### src/design/scm_pkg.sv
// Shared constants and types for the substring contains matcher.
package scm_pkg;

	localparam int BYTE_W       = 8;
	localparam int CFG_W        = 64;
	localparam int LEN_W        = 5;
	localparam int NEEDLE_BYTES = 16;
	localparam int NEEDLE_IDX_W = $clog2(NEEDLE_BYTES);
	localparam int CFG_IDX_W    = 2;
	localparam int MAX_NEEDLE_DEF = 16;

	// Register indexes of the configuration port.
	localparam logic [CFG_IDX_W-1:0] REG_NEEDLE_LOW  = 2'd0;
	localparam logic [CFG_IDX_W-1:0] REG_NEEDLE_HIGH = 2'd1;
	localparam logic [CFG_IDX_W-1:0] REG_NEEDLE_LEN  = 2'd2;

	// Per-cell compare setup: whether the cell takes part, and the needle byte it expects.
	typedef struct packed {
		logic              used;
		logic [BYTE_W-1:0] target;
	} cell_ctl_t;

endpackage

### src/design/scm_if.sv
// Stream interfaces for haystack bytes and match results.
interface scm_in_if;
	logic       valid;
	logic       ready;
	logic [7:0] haystack_byte;
	logic       final_byte;

	modport source (output valid, output haystack_byte, output final_byte, input ready);
	modport sink (input valid, input haystack_byte, input final_byte, output ready);
endinterface

interface scm_out_if;
	logic valid;
	logic ready;
	logic match_here;
	logic found_so_far;
	logic answer_final;

	modport source (output valid, output match_here, output found_so_far,
		output answer_final, input ready);
	modport sink (input valid, input match_here, input found_so_far,
		input answer_final, output ready);
endinterface

### src/design/scm_needle_cfg.sv
// Needle registers and per-cell compare setup.
module scm_needle_cfg #(
	parameter int MAX_NEEDLE = scm_pkg::MAX_NEEDLE_DEF
) (
	input  logic                                clk,
	input  logic                                arst_n,
	input  logic                                we,
	input  logic [scm_pkg::CFG_IDX_W-1:0]       index,
	input  logic [scm_pkg::CFG_W-1:0]           data,
	output scm_pkg::cell_ctl_t                  ctl [MAX_NEEDLE]
);

	logic [scm_pkg::CFG_W-1:0]   needle_low_q;
	logic [scm_pkg::CFG_W-1:0]   needle_high_q;
	logic [scm_pkg::LEN_W-1:0]   len_q;
	logic [scm_pkg::LEN_W-1:0]   len_used;
	logic [2*scm_pkg::CFG_W-1:0] needle_all;

	always_ff @(posedge clk or negedge arst_n) begin
		if (!arst_n) begin
			needle_low_q  <= '0;
			needle_high_q <= '0;
			len_q         <= scm_pkg::LEN_W'(1);
		end else if (we) begin
			case (index)
				scm_pkg::REG_NEEDLE_LOW:  needle_low_q  <= data;
				scm_pkg::REG_NEEDLE_HIGH: needle_high_q <= data;
				scm_pkg::REG_NEEDLE_LEN:  len_q         <= data[scm_pkg::LEN_W-1:0];
				default: ;
			endcase
		end
	end

	// Zero length counts as one, anything past the window saturates.
	always_comb begin
		if (len_q == '0)
			len_used = scm_pkg::LEN_W'(1);
		else if (len_q > scm_pkg::LEN_W'(MAX_NEEDLE))
			len_used = scm_pkg::LEN_W'(MAX_NEEDLE);
		else
			len_used = len_q;
	end

	assign needle_all = {needle_high_q, needle_low_q};

	// Window slot i must hold needle byte len-1-i.
	always_comb begin
		for (int i = 0; i < MAX_NEEDLE; i++) begin
			logic [scm_pkg::LEN_W-1:0]        pos;
			logic [scm_pkg::NEEDLE_IDX_W-1:0] sel;
			pos = len_used - scm_pkg::LEN_W'(i) - scm_pkg::LEN_W'(1);
			sel = pos[scm_pkg::NEEDLE_IDX_W-1:0];
			ctl[i].used   = scm_pkg::LEN_W'(i) < len_used;
			ctl[i].target = needle_all[sel*scm_pkg::BYTE_W +: scm_pkg::BYTE_W];
		end
	end

endmodule

### src/design/scm_cell.sv
// One window slot: holds a byte, passes it on, checks the incoming byte.
module scm_cell (
	input  logic                       clk,
	input  logic                       arst_n,
	input  logic                       advance,
	input  logic                       clear,
	input  logic [scm_pkg::BYTE_W-1:0] in_byte,
	input  logic                       in_valid,
	input  scm_pkg::cell_ctl_t         ctl,
	output logic [scm_pkg::BYTE_W-1:0] out_byte,
	output logic                       out_valid,
	output logic                       ok
);

	logic [scm_pkg::BYTE_W-1:0] byte_q;
	logic                       valid_q;

	always_ff @(posedge clk or negedge arst_n) begin
		if (!arst_n) begin
			valid_q <= 1'b0;
		end else if (advance) begin
			valid_q <= in_valid & ~clear;
		end
	end

	always_ff @(posedge clk) begin
		if (advance) begin
			byte_q <= in_byte;
		end
	end

	// Compare what this slot holds once the window has shifted.
	assign ok        = ~ctl.used | (in_valid & (in_byte == ctl.target));
	assign out_byte  = byte_q;
	assign out_valid = valid_q;

endmodule

### src/design/substring_contains_matcher.sv
// Top level of the streaming substring contains matcher.
// The block searches a byte stream for a needle of 1 to MAX_NEEDLE bytes set
// through the configuration port (needle_bytes_low, needle_bytes_high,
// needle_length; a length of zero acts as one, a length past MAX_NEEDLE acts
// as MAX_NEEDLE). Each haystack beat yields one result beat: match_here says
// the needle ends at this byte, found_so_far is the sticky flag for the
// current haystack, and answer_final marks the result of the byte flagged
// final_byte, whose found_so_far is the answer. After the final byte the
// window and flag clear for the next string. The window is a row of
// MAX_NEEDLE cells that shift on each beat and all compare in parallel, and
// a single output register decouples the result side, so input is taken, at
// one byte per cycle, whenever that register is empty or drained.
// Write configuration only while no haystack is in flight.
module substring_contains_matcher #(
	parameter int MAX_NEEDLE = scm_pkg::MAX_NEEDLE_DEF
) (
	input  logic                          clk,
	input  logic                          arst_n,
	input  logic                          cfg_we,
	input  logic [scm_pkg::CFG_IDX_W-1:0] cfg_index,
	input  logic [scm_pkg::CFG_W-1:0]     cfg_data,
	scm_in_if.sink                        haystack,
	scm_out_if.source                     result
);

	scm_pkg::cell_ctl_t         ctl [MAX_NEEDLE];
	logic [scm_pkg::BYTE_W-1:0] chain_byte [MAX_NEEDLE];
	logic                       chain_valid [MAX_NEEDLE];
	logic [MAX_NEEDLE-1:0]      cell_ok;

	logic advance;
	logic hit;
	logic found_next;
	logic found_flag_q;
	logic out_valid_q;
	logic match_q;
	logic found_out_q;
	logic final_q;

	// Take a beat whenever the result register is free or being drained.
	assign haystack.ready = ~out_valid_q | result.ready;
	assign advance        = haystack.valid & haystack.ready;

	scm_needle_cfg #(
		.MAX_NEEDLE(MAX_NEEDLE)
	) u_cfg (
		.clk    (clk),
		.arst_n (arst_n),
		.we     (cfg_we),
		.index  (cfg_index),
		.data   (cfg_data),
		.ctl    (ctl)
	);

	// Cell 0 takes the new byte; each later cell takes its neighbor's content.
	for (genvar i = 0; i < MAX_NEEDLE; i++) begin : g_cell
		if (i == 0) begin : g_head
			scm_cell u_cell (
				.clk       (clk),
				.arst_n    (arst_n),
				.advance   (advance),
				.clear     (haystack.final_byte),
				.in_byte   (haystack.haystack_byte),
				.in_valid  (1'b1),
				.ctl       (ctl[i]),
				.out_byte  (chain_byte[i]),
				.out_valid (chain_valid[i]),
				.ok        (cell_ok[i])
			);
		end else begin : g_body
			scm_cell u_cell (
				.clk       (clk),
				.arst_n    (arst_n),
				.advance   (advance),
				.clear     (haystack.final_byte),
				.in_byte   (chain_byte[i-1]),
				.in_valid  (chain_valid[i-1]),
				.ctl       (ctl[i]),
				.out_byte  (chain_byte[i]),
				.out_valid (chain_valid[i]),
				.ok        (cell_ok[i])
			);
		end
	end

	// A match needs every used slot filled from this haystack and equal.
	assign hit        = &cell_ok;
	assign found_next = found_flag_q | hit;

	always_ff @(posedge clk or negedge arst_n) begin
		if (!arst_n) begin
			found_flag_q <= 1'b0;
			out_valid_q  <= 1'b0;
		end else begin
			if (advance) begin
				// Drop the sticky flag once the haystack closes.
				found_flag_q <= found_next & ~haystack.final_byte;
				out_valid_q  <= 1'b1;
			end else if (result.ready) begin
				out_valid_q  <= 1'b0;
			end
		end
	end

	// Hold the result payload until the next beat replaces it.
	always_ff @(posedge clk) begin
		if (advance) begin
			match_q     <= hit;
			found_out_q <= found_next;
			final_q     <= haystack.final_byte;
		end
	end

	assign result.valid        = out_valid_q;
	assign result.match_here   = match_q;
	assign result.found_so_far = found_out_q;
	assign result.answer_final = final_q;

endmodule
### src/flat_wrapper.sv
// flat-port wrapper written by rule: the top's interface ports become plain ports
module substring_contains_matcher_flat 
#(
	parameter int MAX_NEEDLE = scm_pkg::MAX_NEEDLE_DEF
)
  (clk, arst_n, cfg_we, cfg_index, cfg_data, haystack_valid, haystack_haystack_byte, haystack_final_byte, haystack_ready, result_valid, result_match_here, result_found_so_far, result_answer_final, result_ready);
  scm_in_if haystack_i ();
  scm_out_if result_i ();
  input  logic clk;
  input  logic arst_n;
  input  logic cfg_we;
  input  logic [scm_pkg::CFG_IDX_W-1:0] cfg_index;
  input  logic [scm_pkg::CFG_W-1:0] cfg_data;
  input wire logic [$bits(haystack_i.valid)-1:0] haystack_valid;
  input wire logic [$bits(haystack_i.haystack_byte)-1:0] haystack_haystack_byte;
  input wire logic [$bits(haystack_i.final_byte)-1:0] haystack_final_byte;
  output wire logic [$bits(haystack_i.ready)-1:0] haystack_ready;
  output wire logic [$bits(result_i.valid)-1:0] result_valid;
  output wire logic [$bits(result_i.match_here)-1:0] result_match_here;
  output wire logic [$bits(result_i.found_so_far)-1:0] result_found_so_far;
  output wire logic [$bits(result_i.answer_final)-1:0] result_answer_final;
  input wire logic [$bits(result_i.ready)-1:0] result_ready;
  assign haystack_i.valid = haystack_valid;
  assign haystack_i.haystack_byte = haystack_haystack_byte;
  assign haystack_i.final_byte = haystack_final_byte;
  assign haystack_ready = haystack_i.ready;
  assign result_valid = result_i.valid;
  assign result_match_here = result_i.match_here;
  assign result_found_so_far = result_i.found_so_far;
  assign result_answer_final = result_i.answer_final;
  assign result_i.ready = result_ready;
  substring_contains_matcher #(.MAX_NEEDLE(MAX_NEEDLE)) u_core (.clk(clk), .arst_n(arst_n), .cfg_we(cfg_we), .cfg_index(cfg_index), .cfg_data(cfg_data), .haystack(haystack_i), .result(result_i));
endmodule
### config.mk
export PLATFORM = sky130hd
export DESIGN_NAME = substring_contains_matcher_flat
export DESIGN_NICKNAME = d
export VERILOG_FILES = /design/src/design/scm_pkg.sv /design/src/design/scm_if.sv /design/src/design/scm_needle_cfg.sv /design/src/design/scm_cell.sv /design/src/design/substring_contains_matcher.sv /design/src/flat_wrapper.sv
export SDC_FILE = /design/constraint.sdc
export NUM_CORES = 1
export LEC_CHECK = 0
export ABC_AREA = 0
export BUFFER_PORTS_ARGS = -buffer_cell sky130_fd_sc_hd__buf_2
export CAP_MARGIN = 10
export CORE_ASPECT_RATIO = 1.75
export CORE_UTILIZATION = 57
export DETAILED_ROUTE_END_ITERATION = 16
export GPL_TIMING_DRIVEN = 1
export PLACE_DENSITY = 0.75
export REMOVE_ABC_BUFFERS = 1
export SYNTH_ARGS = -nofsm -noshare
export SYNTH_HDL_FRONTEND = slang
export SYNTH_SLANG_ARGS = --single-unit
### constraint.sdc
create_clock -name clk -period 5.4 [get_ports clk]
set_clock_uncertainty 0.05 [all_clocks]
set_input_delay 0 -clock clk [delete_from_list [all_inputs] [get_ports clk]]
set_output_delay 0 -clock clk [all_outputs]
set_load 0.05 [all_outputs]
==> flow_metrics.env, run 1 <==
export IMPL_firstDrtPassIters=7
export IMPL_fin_nets=1787
export IMPL_drive_above_1_share_pct=32.7
export IMPL_hpwl_um=53500
export IMPL_startpoint="u_core.u_cfg.len_q[3]"
export IMPL_grt_pass1_wl_um=104000
export IMPL_crit_chain="buf_4 > nand2b_1 > nor2_2 > buf_4 > a221oi_1 > xor2_1 > nand4_1 > or4_1 > a2111oi_1 > nand4_1 > o41ai_2"
export IMPL_regToRegStartpoint="u_core.u_cfg.len_q[3]"
export IMPL_dieArea_mm2=0.0351
export IMPL_synth_compound_area_share_pct=8.26
export IMPL_gr_total_overflow=0
export IMPL_cts_tree="built"
export IMPL_place_area_mm2=0.0209
export IMPL_topRoutingLayerUsed="met5"
export IMPL_setup_viol=0
export IMPL_wl_met3_um=6830
export IMPL_crit_path_max_incr_delay_ns=0.96
export IMPL_wirelength_um=72300
export IMPL_vias=15636
export IMPL_crit_type="reg2reg"
export IMPL_root_buffer="clkbuf_16"
export IMPL_finalHoldViolCount=0
export IMPL_ys_warn_count=0
export IMPL_area_growth_syn_to_layout_pct=15.0
export IMPL_synth_distinct_cells=70
export IMPL_leakage_nw=8.71
export IMPL_grt_setup_unrepaired="no"
export IMPL_setup_worst_path_end_class="flop"
export IMPL_placed_cells=2050
export IMPL_grt_use_total_pct=42.1
export IMPL_cp_buffers_inverters=2
export IMPL_start_util_pct=57.9
export IMPL_synth_top_family_by_area="multiplexers"
export IMPL_path_max_fanout=29
export IMPL_ys_seq_area_share_pct=38.1
export IMPL_powerDensity_mw_per_mm2=511
export IMPL_wire_per_inst_um=33.2
export IMPL_insertion_delay_ns=0.58
export IMPL_core_mm2=0.0337
export IMPL_clockBufferDepth=3
export IMPL_vdd_drop_max_mv=0.343
export IMPL_initialDrtViolationCount=1754
export IMPL_cp_arrival_ns=5.68
export IMPL_synthXorXnorAreaFrac_pct=6.48
export IMPL_holdWs_ns=0.0236
export IMPL_tns_ns=0
export IMPL_wirelength_met1_um=24200
export IMPL_synth_mux_area_share_pct=37.1
export IMPL_critPathTopFamily="simple AND/OR/NAND/NOR gates"
export IMPL_hold_class="in2async"
export IMPL_required_ns=5.81
export IMPL_synth_seq_cells=273
export IMPL_dr_wl_met2_um=34700
export IMPL_gp_congestion=1.12
export IMPL_synthAdderAreaFrac_pct=0.448
export IMPL_cts_sinks=273
export IMPL_syn_avg_cell_area_um2=12.8
export IMPL_timing_fmax_mhz=190
export IMPL_core_rowCount=89
export IMPL_die_x_um=142
export IMPL_portBuffers=84
export IMPL_slew_headroom_pct=31.0
export IMPL_final_max_slew_viol_count=0
export IMPL_final_area_mm2=0.0225
export IMPL_dieHeight_um=247
export IMPL_outcome="finished, final reports clean"
export IMPL_synth_edf_count=123
export IMPL_n_antenna_cell=0
export IMPL_cts_made_buffers=27
export IMPL_grt_max_degree=87
export IMPL_cp_start_kind="flop"
export IMPL_htree_levels=1
export IMPL_grt_pass1_vias=15480
export IMPL_viasPerCell=7.19
export IMPL_ios=85
export IMPL_synth_flop_cell="dfrtp_1"
export IMPL_fin_util_pct=66.7
export IMPL_drv_cap=0
export IMPL_cp_slowest_cell="nor2_2"
export IMPL_syn_cell_area_mm2=0.0196
export IMPL_antenna_left=0
export IMPL_async_flop_share_pct=54.9
export IMPL_period_share_pct=97.7
export IMPL_seq_area_mm2=0.00745
export IMPL_syn_inst=1526
export IMPL_stdcell_count=2175
export IMPL_multi_input_area_mm2=0.0115
export IMPL_yosys_area_share_simple_pct=6.39
export IMPL_period_minus_slack_ns=5.28
export IMPL_worstMarginPinSlew_ns=1.03
export IMPL_antenna_found_initial=1
export IMPL_clk_pin_slew_ns=0.07
export IMPL_fillers=2514
export IMPL_drcViolationCount=0
## report_power, final
group / leakage [nW] / internal [mW] / switching (mW)
clock network: 0.416 / 1.00 / 0.861
logic: 5.32 / 2.91 / 3.82
registers: 2.97 / 2.44 / 0.445
## routing by layer
metal  track usage (%)  up-vias
met3              6.78      298
met4              32.5        2
li1                  -     6372
met5                 0        -
met1              49.9     7855
met2              68.4     1109
## path summary, 6_finish.rpt
kind,end,slack (ns),cells past startpoint
max,u_core.found_flag_q,0.12,11
min,u_core.u_cfg.needle_high_q[61],0.02,2
max reg2reg,u_core.found_flag_q,0.12,11
min reg2reg,u_core.g_cell[12].g_body.u_cell.out_byte[6],0.42,0
max in group asynchronous,u_core.u_cfg.needle_high_q[60],3.89,3
min in group clk,u_core.g_cell[0].g_head.u_cell.out_byte[2],0.13,2
## logic make-up after synthesis
family / count (synthesis)
compound gates: 229
xor+xnor: 143
fa+ha+maj: 7
buf+inv: 127
flops: 273
mux: 493
simple gates: 254
## layout make-up
type                    instances  area share [%]
multi-input cells            1126            51.3
repair buffers                260            9.06
clock buffers                  34            3.22
well taps                     455            2.53
flip-flops and latches        273            33.1
inverters                      12           0.245
clock inverters                15           0.556
## what timing repair did
item	CTS	global route
endpoints found under the hold margin	244	0
gates resized for setup	0	0
hold buffers	76	0
buffers inserted	0	0
## sequential cells by signal (all words and copies together) (netlist names)
| name | count |
|---|---|
| u_core.u_cfg.needle_low_q | 64 |
| u_core.u_cfg.len_q | 5 |
| u_core.g_cell.g_body.u_cell.out_valid | 14 |
| u_core.result.match_here | 1 |
| u_core.g_cell.g_head.u_cell.out_byte | 8 |
| u_core.g_cell.g_head.u_cell.out_valid | 1 |
| u_core.found_flag_q | 1 |
| u_core.result.answer_final | 1 |
| u_core.result.found_so_far | 1 |
| u_core.g_cell.g_body.u_cell.out_byte | 112 |
| u_core.result.valid | 1 |
| u_core.u_cfg.needle_high_q | 64 |
## through the flow
stage	worst slack (ns)	power (mW)
after CTS	0.213	11.3
after global routing	0.0394	11.8
after detailed placement	0.275	9.34
after floorplan	-2.49	6.90
final	0.123	11.5
after global placement	0.320	9.24
## placed cells by master (no fill, tap or decap), types with 8 or more instances in the layout
cell type        n
nor2_1          24
dfrtp_1        149
nor4_1          16
a211oi_1        14
o21ai_0         32
and2_1          20
nand3_1         22
buf_2           83
buf_4           92
mux2_2         144
mux4_2         171
a31oi_1         20
a221oi_1        22
a21oi_1         31
xnor2_1         53
mux2i_1        178
edfxtp_1       123
o211ai_1        11
nand4_1         10
clkbuf_16       28
nand2_1        107
xor2_1          86
dlygate4sd3_1   76
nor3_1           9
a22oi_1         47
buf_12           8
o22ai_1         10
nand2b_1        19
## Yosys cell counts, types with 13 or more instances
library cell	count	share of area, %
mux2i_1	178	9.1
mux4_2	171	20
dfrtp_1	149	19
mux2_2	144	8.3
edfxtp_1	123	19
nand2_1	107	2.1
xor2_1	86	3.9
clkbuf_1	63	1.2
xnor2_1	56	2.5
a22oi_1	47	1.8
o21ai_0	32	0.82
a21oi_1	31	0.79
nor2_1	27	0.52
a221oi_1	22	0.99
buf_2	22	0.56
nand3_1	22	0.56
a31oi_1	20	0.64
and2_1	20	0.64
nand2b_1	20	0.64
nor4_1	16	0.51
a211oi_1	14	0.54
buf_4	13	0.50
No activity file was read; power rests on OpenSTA's default activity.
==> run 2, diff against run 1 <==
==> constraint.sdc (replaced) <==
create_clock -name clk -period 5.4 [get_ports clk]
set_clock_uncertainty 0.05 [all_clocks]
set_input_delay 0.81 -clock clk [delete_from_list [all_inputs] [get_ports clk]]
set_output_delay 0.81 -clock clk [all_outputs]
set_load 0.05 [all_outputs]
==> run 2 against run 1 <==
Global-route usage fell by 0.79 points; largest power group unchanged; count of clock-buffer cells in the layout rose by 3; cell area fell by 2.7%; sequential share of layout area rose by 0.92 points; combinational power barely moved; fmax rose by 0.92%; via count fell by 3.3%.
==> flow_metrics.env, run 2 (synthesized netlist as in run 1, its figures left out) <==
export IMPL_dr_wl_met2_um=35200
export IMPL_tns_ns=0
export IMPL_cp_start_kind="flop"
export IMPL_path_max_fanout=92
export IMPL_grt_use_total_pct=41.3
export IMPL_clk_pin_slew_ns=0.08
export IMPL_vdd_drop_max_mv=0.328
export IMPL_wirelength_met1_um=24100
export IMPL_grt_pass1_vias=15117
export IMPL_core_rowCount=89
export IMPL_timing_fmax_mhz=191
export IMPL_start_util_pct=57.9
export IMPL_antenna_left=0
export IMPL_cp_buffers_inverters=5
export IMPL_core_mm2=0.0337
export IMPL_clockBufferDepth=3
export IMPL_internal_power_mw=6.47
export IMPL_topRoutingLayerUsed="met4"
export IMPL_largest_register_ffs=112
export IMPL_final_cell_mix="mux2i_1 (178), mux4_2 (171), dfrtp_1 (149), mux2_2 (144), edfxtp_1 (123)"
export IMPL_placed_cells=2051
export IMPL_outcome="finished, final reports clean"
export IMPL_worstMarginPinSlew_ns=1.12
export IMPL_fin_nets=1713
export IMPL_vias=15116
export IMPL_drv_cap=0
export IMPL_cts_sinks=273
export IMPL_grt_pass1_wl_um=102000
export IMPL_p_seq_share_pct=24.8
export IMPL_ios=85
export IMPL_period_share_pct=96.8
export IMPL_die_x_um=142
export IMPL_cp_slowest_cell="nor4_1"
export IMPL_dieArea_mm2=0.0351
export IMPL_area_growth_syn_to_layout_pct=11.9
export IMPL_cts_setup_buffers=0
export IMPL_pwr_share_clk_pct=17.3
export IMPL_grt_max_degree=93
export IMPL_wire_per_inst_um=33.6
export IMPL_final_max_slew_viol_count=0
export IMPL_slew_headroom_pct=25.2
export IMPL_p_sw_share_pct=44.2
export IMPL_root_buffer="clkbuf_16"
export IMPL_cts_tree="built"
export IMPL_initialDrtViolationCount=1658
export IMPL_finalHoldViolCount=0
export IMPL_hpwl_um=52400
export IMPL_wirelength_um=70700
export IMPL_cpMostUsedCell="buf_4"
export IMPL_firstDrtPassIters=6
export IMPL_gr_total_overflow=0
export IMPL_insertion_delay_ns=0.59
export IMPL_portBuffers=84
export IMPL_grt_setup_unrepaired="no"
export IMPL_power_frac_comb_pct=58.0
export IMPL_place_area_mm2=0.0210
export IMPL_stdcell_count=2104
export IMPL_period_minus_slack_ns=5.23
export IMPL_drcViolationCount=0
export IMPL_setup_viol=0
export IMPL_gp_congestion=1.10
export IMPL_final_common_cell="mux2i_1"
export IMPL_antenna_found_initial=0
export IMPL_viasPerCell=7.18
export IMPL_hold_class="in2async"
export IMPL_leakage_nw=8.45
export IMPL_dieHeight_um=247
export IMPL_wl_met3_um=5890
export IMPL_critPathTopFamily="simple AND/OR/NAND/NOR gates"
export IMPL_fin_util_pct=64.9
export IMPL_drive_above_1_share_pct=34.2
export IMPL_htree_levels=1
export IMPL_crit_chain="buf_4 > nand2b_4 > inv_4 > buf_12 > ha_1 > xnor2_1 > buf_4 > nor3_1 > buf_4 > a22oi_1 > nand2_1 > xor2_1 > nor4_1 > nand4_1 > a2111oi_2 > nand4_1 > o41ai_2"
export IMPL_cts_made_buffers=28
export IMPL_crit_path_max_incr_delay_ns=0.54
export IMPL_p_total_mw=11.6
export IMPL_required_ns=5.83
export IMPL_power_switching_mw=5.13
export IMPL_final_area_mm2=0.0219
export IMPL_cp_arrival_ns=5.66
export IMPL_powerDensity_mw_per_mm2=530
export IMPL_crit_type="reg2reg"
export IMPL_setup_worst_path_end_class="flop"
run 2: stage by stage:
stage          hold slack [ns]  setup WS (ns)
3_5_place_dp             0.405          0.104
5_1_grt                  0.216         0.0503
3_3_place_gp             0.401         0.0210
4_1_cts                  0.174         0.0697
2_1_floorplan            0.376          -2.49
6_report                 0.153          0.171
run 2: what timing repair did:
item                       in CTS  in global routing
hold buffers                    0                  0
setup endpoints to repair       0                  3
resized for setup               0                  1
run 2: cell type report:
cell class                 instances  area [um2]
sequential                       273        7450
clock buffer                      37         786
clock inverter                    15         133
timing repair buffer             185        1360
inverter                          12        55.1
tap                              455         569
fill                            2563       11900
antenna                            1        2.50
multi-input combinational       1126       11500
run 2: worst register-to-register path, stage by stage (launching register included):
cell       delay [ns]
dfrtp_1          0.49
buf_4            0.24
nand2b_4         0.11
inv_4            0.09
buf_12           0.45
ha_1             0.45
xnor2_1          0.14
buf_4            0.20
nor3_1           0.47
buf_4            0.36
a22oi_1          0.12
nand2_1          0.12
xor2_1           0.18
nor4_1           0.54
nand4_1          0.19
a2111oi_2        0.39
nand4_1          0.22
o41ai_2          0.32
run 2: routing by layer:
metal	vias to the layer above	track usage [%]
met1	7730	47.4
li1	6218	-
met3	250	7.77
met2	918	70.3
met5	-	0
met4	0	26.8
run 2: path summary, 6_finish.rpt:
check                                                                start                                          to  slack [ns]  cells after the start
min in group clk                                            haystack_valid                         u_core.result.valid        0.39                      2
max in group asynchronous                                           arst_n               u_core.u_cfg.needle_low_q[38]        4.20                      2
worst max-delay path                                 u_core.u_cfg.len_q[1]                         u_core.found_flag_q        0.17                     17
worst min-delay path                                                arst_n              u_core.u_cfg.needle_high_q[43]        0.15                      1
worst max register to register                       u_core.u_cfg.len_q[1]                         u_core.found_flag_q        0.17                     17
worst min register to register  u_core.g_cell[7].g_body.u_cell.out_byte[4]  u_core.g_cell[8].g_body.u_cell.out_byte[4]        0.41                      0
run 2: power by group through the flow:
stage	Combinational [mW]	Clock [mW]	Sequential [mW]
after floorplan	4.15	0	2.75
after global routing	6.92	2.09	2.90
after global placement	6.49	0	2.87
final	6.72	2.00	2.87
after detailed placement	6.55	0	2.88
after CTS	6.58	2.02	2.85
==> run 3, diff against run 2 <==
==> constraint.sdc (replaced) <==
create_clock -name clk -period 5.4 [get_ports clk]
set_clock_uncertainty 0.05 [all_clocks]
set_input_delay 1.08 -clock clk [delete_from_list [all_inputs] [get_ports clk]]
set_output_delay 1.08 -clock clk [all_outputs]
set_load 0.05 [all_outputs]
==> run 3 against run 2 <==
Non-clock buffer count shrank 5; routed wire length is 0.82% higher; register-to-register slack worse by 0.04 ns; combinational power is 0.6% lower; count of clock-buffer cells in the layout grew 1; via count increased by 2.1%; core utilization down 0.17 points; first-iteration DRC count is 5.2% higher; setup slack worse by 0.041 ns; total power increased by 0.14%; cell area shrank 0.27%; clock power grew 3%; critical endpoint unchanged.
==> flow_metrics.env, run 3 (synthesized netlist as in run 1, its figures left out) <==
export IMPL_dieArea_mm2=0.0351
export IMPL_hpwl_um=52800
export IMPL_cp_start_kind="flop"
export IMPL_dp_slack_ns=0.301
export IMPL_grt_use_total_pct=41.8
export IMPL_cp_slowest_cell="nor4_1"
export IMPL_timing_fmax_mhz=190
export IMPL_gr_total_overflow=0
export IMPL_outcome="finished, final reports clean"
export IMPL_internal_power_mw=6.49
export IMPL_setup_viol=0
export IMPL_cts_made_buffers=27
export IMPL_clockBufferDepth=3
export IMPL_tns_ns=0
export IMPL_cpMostUsedCell="buf_4"
export IMPL_grt_pass1_wl_um=104000
export IMPL_cts_tree="built"
export IMPL_pwr_share_clk_pct=17.6
export IMPL_antenna_found_initial=0
export IMPL_portBuffers=84
export IMPL_clk_pin_slew_ns=0.07
export IMPL_ctsHoldBuffers=0
export IMPL_drive_above_1_share_pct=33.8
export IMPL_crit_type="reg2reg"
export IMPL_required_ns=5.81
export IMPL_powerDensity_mw_per_mm2=532
export IMPL_start_util_pct=57.9
export IMPL_wire_per_inst_um=34.0
export IMPL_cts_setup_buffers=0
export IMPL_cts_sinks=273
export IMPL_fin_ws_ns=0.131
export IMPL_path_max_fanout=18
export IMPL_p_seq_share_pct=24.8
export IMPL_period_minus_slack_ns=5.27
export IMPL_firstDrtPassIters=6
export IMPL_drcViolationCount=0
export IMPL_finalHoldViolCount=0
export IMPL_viasPerCell=7.37
export IMPL_ios=85
export IMPL_hold_class="reg2reg"
export IMPL_p_total_mw=11.6
export IMPL_placed_cells=2046
export IMPL_leakage_nw=8.43
export IMPL_holdWs_ns=0.424
export IMPL_gp_congestion=1.10
export IMPL_slew_headroom_pct=37.3
export IMPL_final_cell_mix="mux2i_1 (178), mux4_2 (171), dfrtp_1 (149), mux2_2 (144), edfxtp_1 (123)"
export IMPL_final_area_mm2=0.0218
export IMPL_drv_cap=0
export IMPL_wirelength_um=71300
export IMPL_htree_levels=1
export IMPL_setup_worst_path_end_class="flop"
export IMPL_fin_util_pct=64.7
export IMPL_vias=15439
export IMPL_initialDrtViolationCount=1744
export IMPL_vdd_drop_max_mv=0.362
export IMPL_grt_setup_unrepaired="no"
export IMPL_final_common_cell="mux2i_1"
export IMPL_place_area_mm2=0.0209
export IMPL_crit_path_max_incr_delay_ns=0.61
export IMPL_worstMarginPinSlew_ns=0.941
export IMPL_p_sw_share_pct=44.1
export IMPL_grt_max_degree=91
export IMPL_cp_arrival_ns=5.68
export IMPL_insertion_delay_ns=0.57
export IMPL_final_max_slew_viol_count=0
export IMPL_grt_pass1_vias=15393
export IMPL_fin_nets=1707
export IMPL_largest_register_ffs=112
export IMPL_area_growth_syn_to_layout_pct=11.6
export IMPL_core_mm2=0.0337
export IMPL_period_share_pct=97.6
export IMPL_die_x_um=142
export IMPL_power_switching_mw=5.12
export IMPL_root_buffer="clkbuf_16"
export IMPL_antenna_left=0
export IMPL_power_frac_comb_pct=57.6
export IMPL_stdcell_count=2095
export IMPL_dieHeight_um=247
export IMPL_core_rowCount=89
export IMPL_crit_chain="nor2b_2 > buf_4 > ha_1 > and3b_1 > a21oi_1 > o21ai_2 > buf_4 > mux2i_1 > xor2_1 > nor4_1 > buf_4 > a21oi_1 > a2111oi_2 > nand4_1 > o41ai_2"
export IMPL_n_antenna_cell=0
## run 3: cell types whose count changed in the layout (fill, tap and decap cells not counted), moves of 2 or more
cell,change
clkbuf_1,+5
buf_12,-2
bufinv_16,+3
clkinvlp_4,-3
clkinv_1,-2
clkbuf_8,-3
buf_4,-3
clkinv_2,-2
## run 3: cell type report
type	instances	area, um2
Sequential cell	273	7450
Inverter	12	55.1
Multi-Input combinational cell	1126	11500
Fill cell	2558	11900
Timing Repair Buffer	180	1300
Clock inverter	11	180
Tap cell	455	569
Clock buffer	38	738
## run 3: per-layer routing
| layer | global-route usage (%) | vias to the layer above | part of all wire (%) |
|---|---|---|---|
| li1 | - | 6217 | - |
| met1 | 47.5 | 7719 | 32 |
| met2 | 68.7 | 1165 | 48 |
| met3 | 7.94 | 338 | 9.5 |
| met4 | 33.2 | 0 | 9.7 |
| met5 | 0 | - | 0 |
## run 3: power groups by stage
stage,registers (mW),logic (mW),clock network (mW)
floorplan,2.75,4.15,0
global placement,2.88,6.38,0
detailed placement,2.89,6.45,0
CTS,2.86,6.48,2.06
global route,2.90,6.86,2.13
finish,2.88,6.68,2.05
## run 3: worst max-delay path, delay by kind of cell (launching register included)
kind | cells | cell delay, ns
flops | 1 | 0.48
compound gates | 5 | 1.10
mux | 1 | 0.36
xor+xnor | 1 | 0.15
buf+inv | 3 | 1.11
fa+ha+maj | 1 | 0.42
simple gates | 4 | 1.45
## run 3: timing repair
item | in CTS | in global routing
endpoints found under the hold margin | 0 | 0
endpoints found under the setup margin | 0 | 1
gates resized for setup | 0 | 1
## run 3: final timing paths
check                                                            from                                          to  slack, ns  cells past startpoint
max reg2reg                                     u_core.u_cfg.len_q[4]                         u_core.found_flag_q       0.13                     15
min reg2reg                u_core.g_cell[7].g_body.u_cell.out_byte[3]  u_core.g_cell[8].g_body.u_cell.out_byte[3]       0.42                      0
max                                             u_core.u_cfg.len_q[4]                         u_core.found_flag_q       0.13                     15
min in group asynchronous                                      arst_n              u_core.u_cfg.needle_high_q[59]       0.43                      1
min                        u_core.g_cell[7].g_body.u_cell.out_byte[3]  u_core.g_cell[8].g_body.u_cell.out_byte[3]       0.42                      0
max in group asynchronous                                      arst_n                       u_core.u_cfg.len_q[0]       3.97                      2
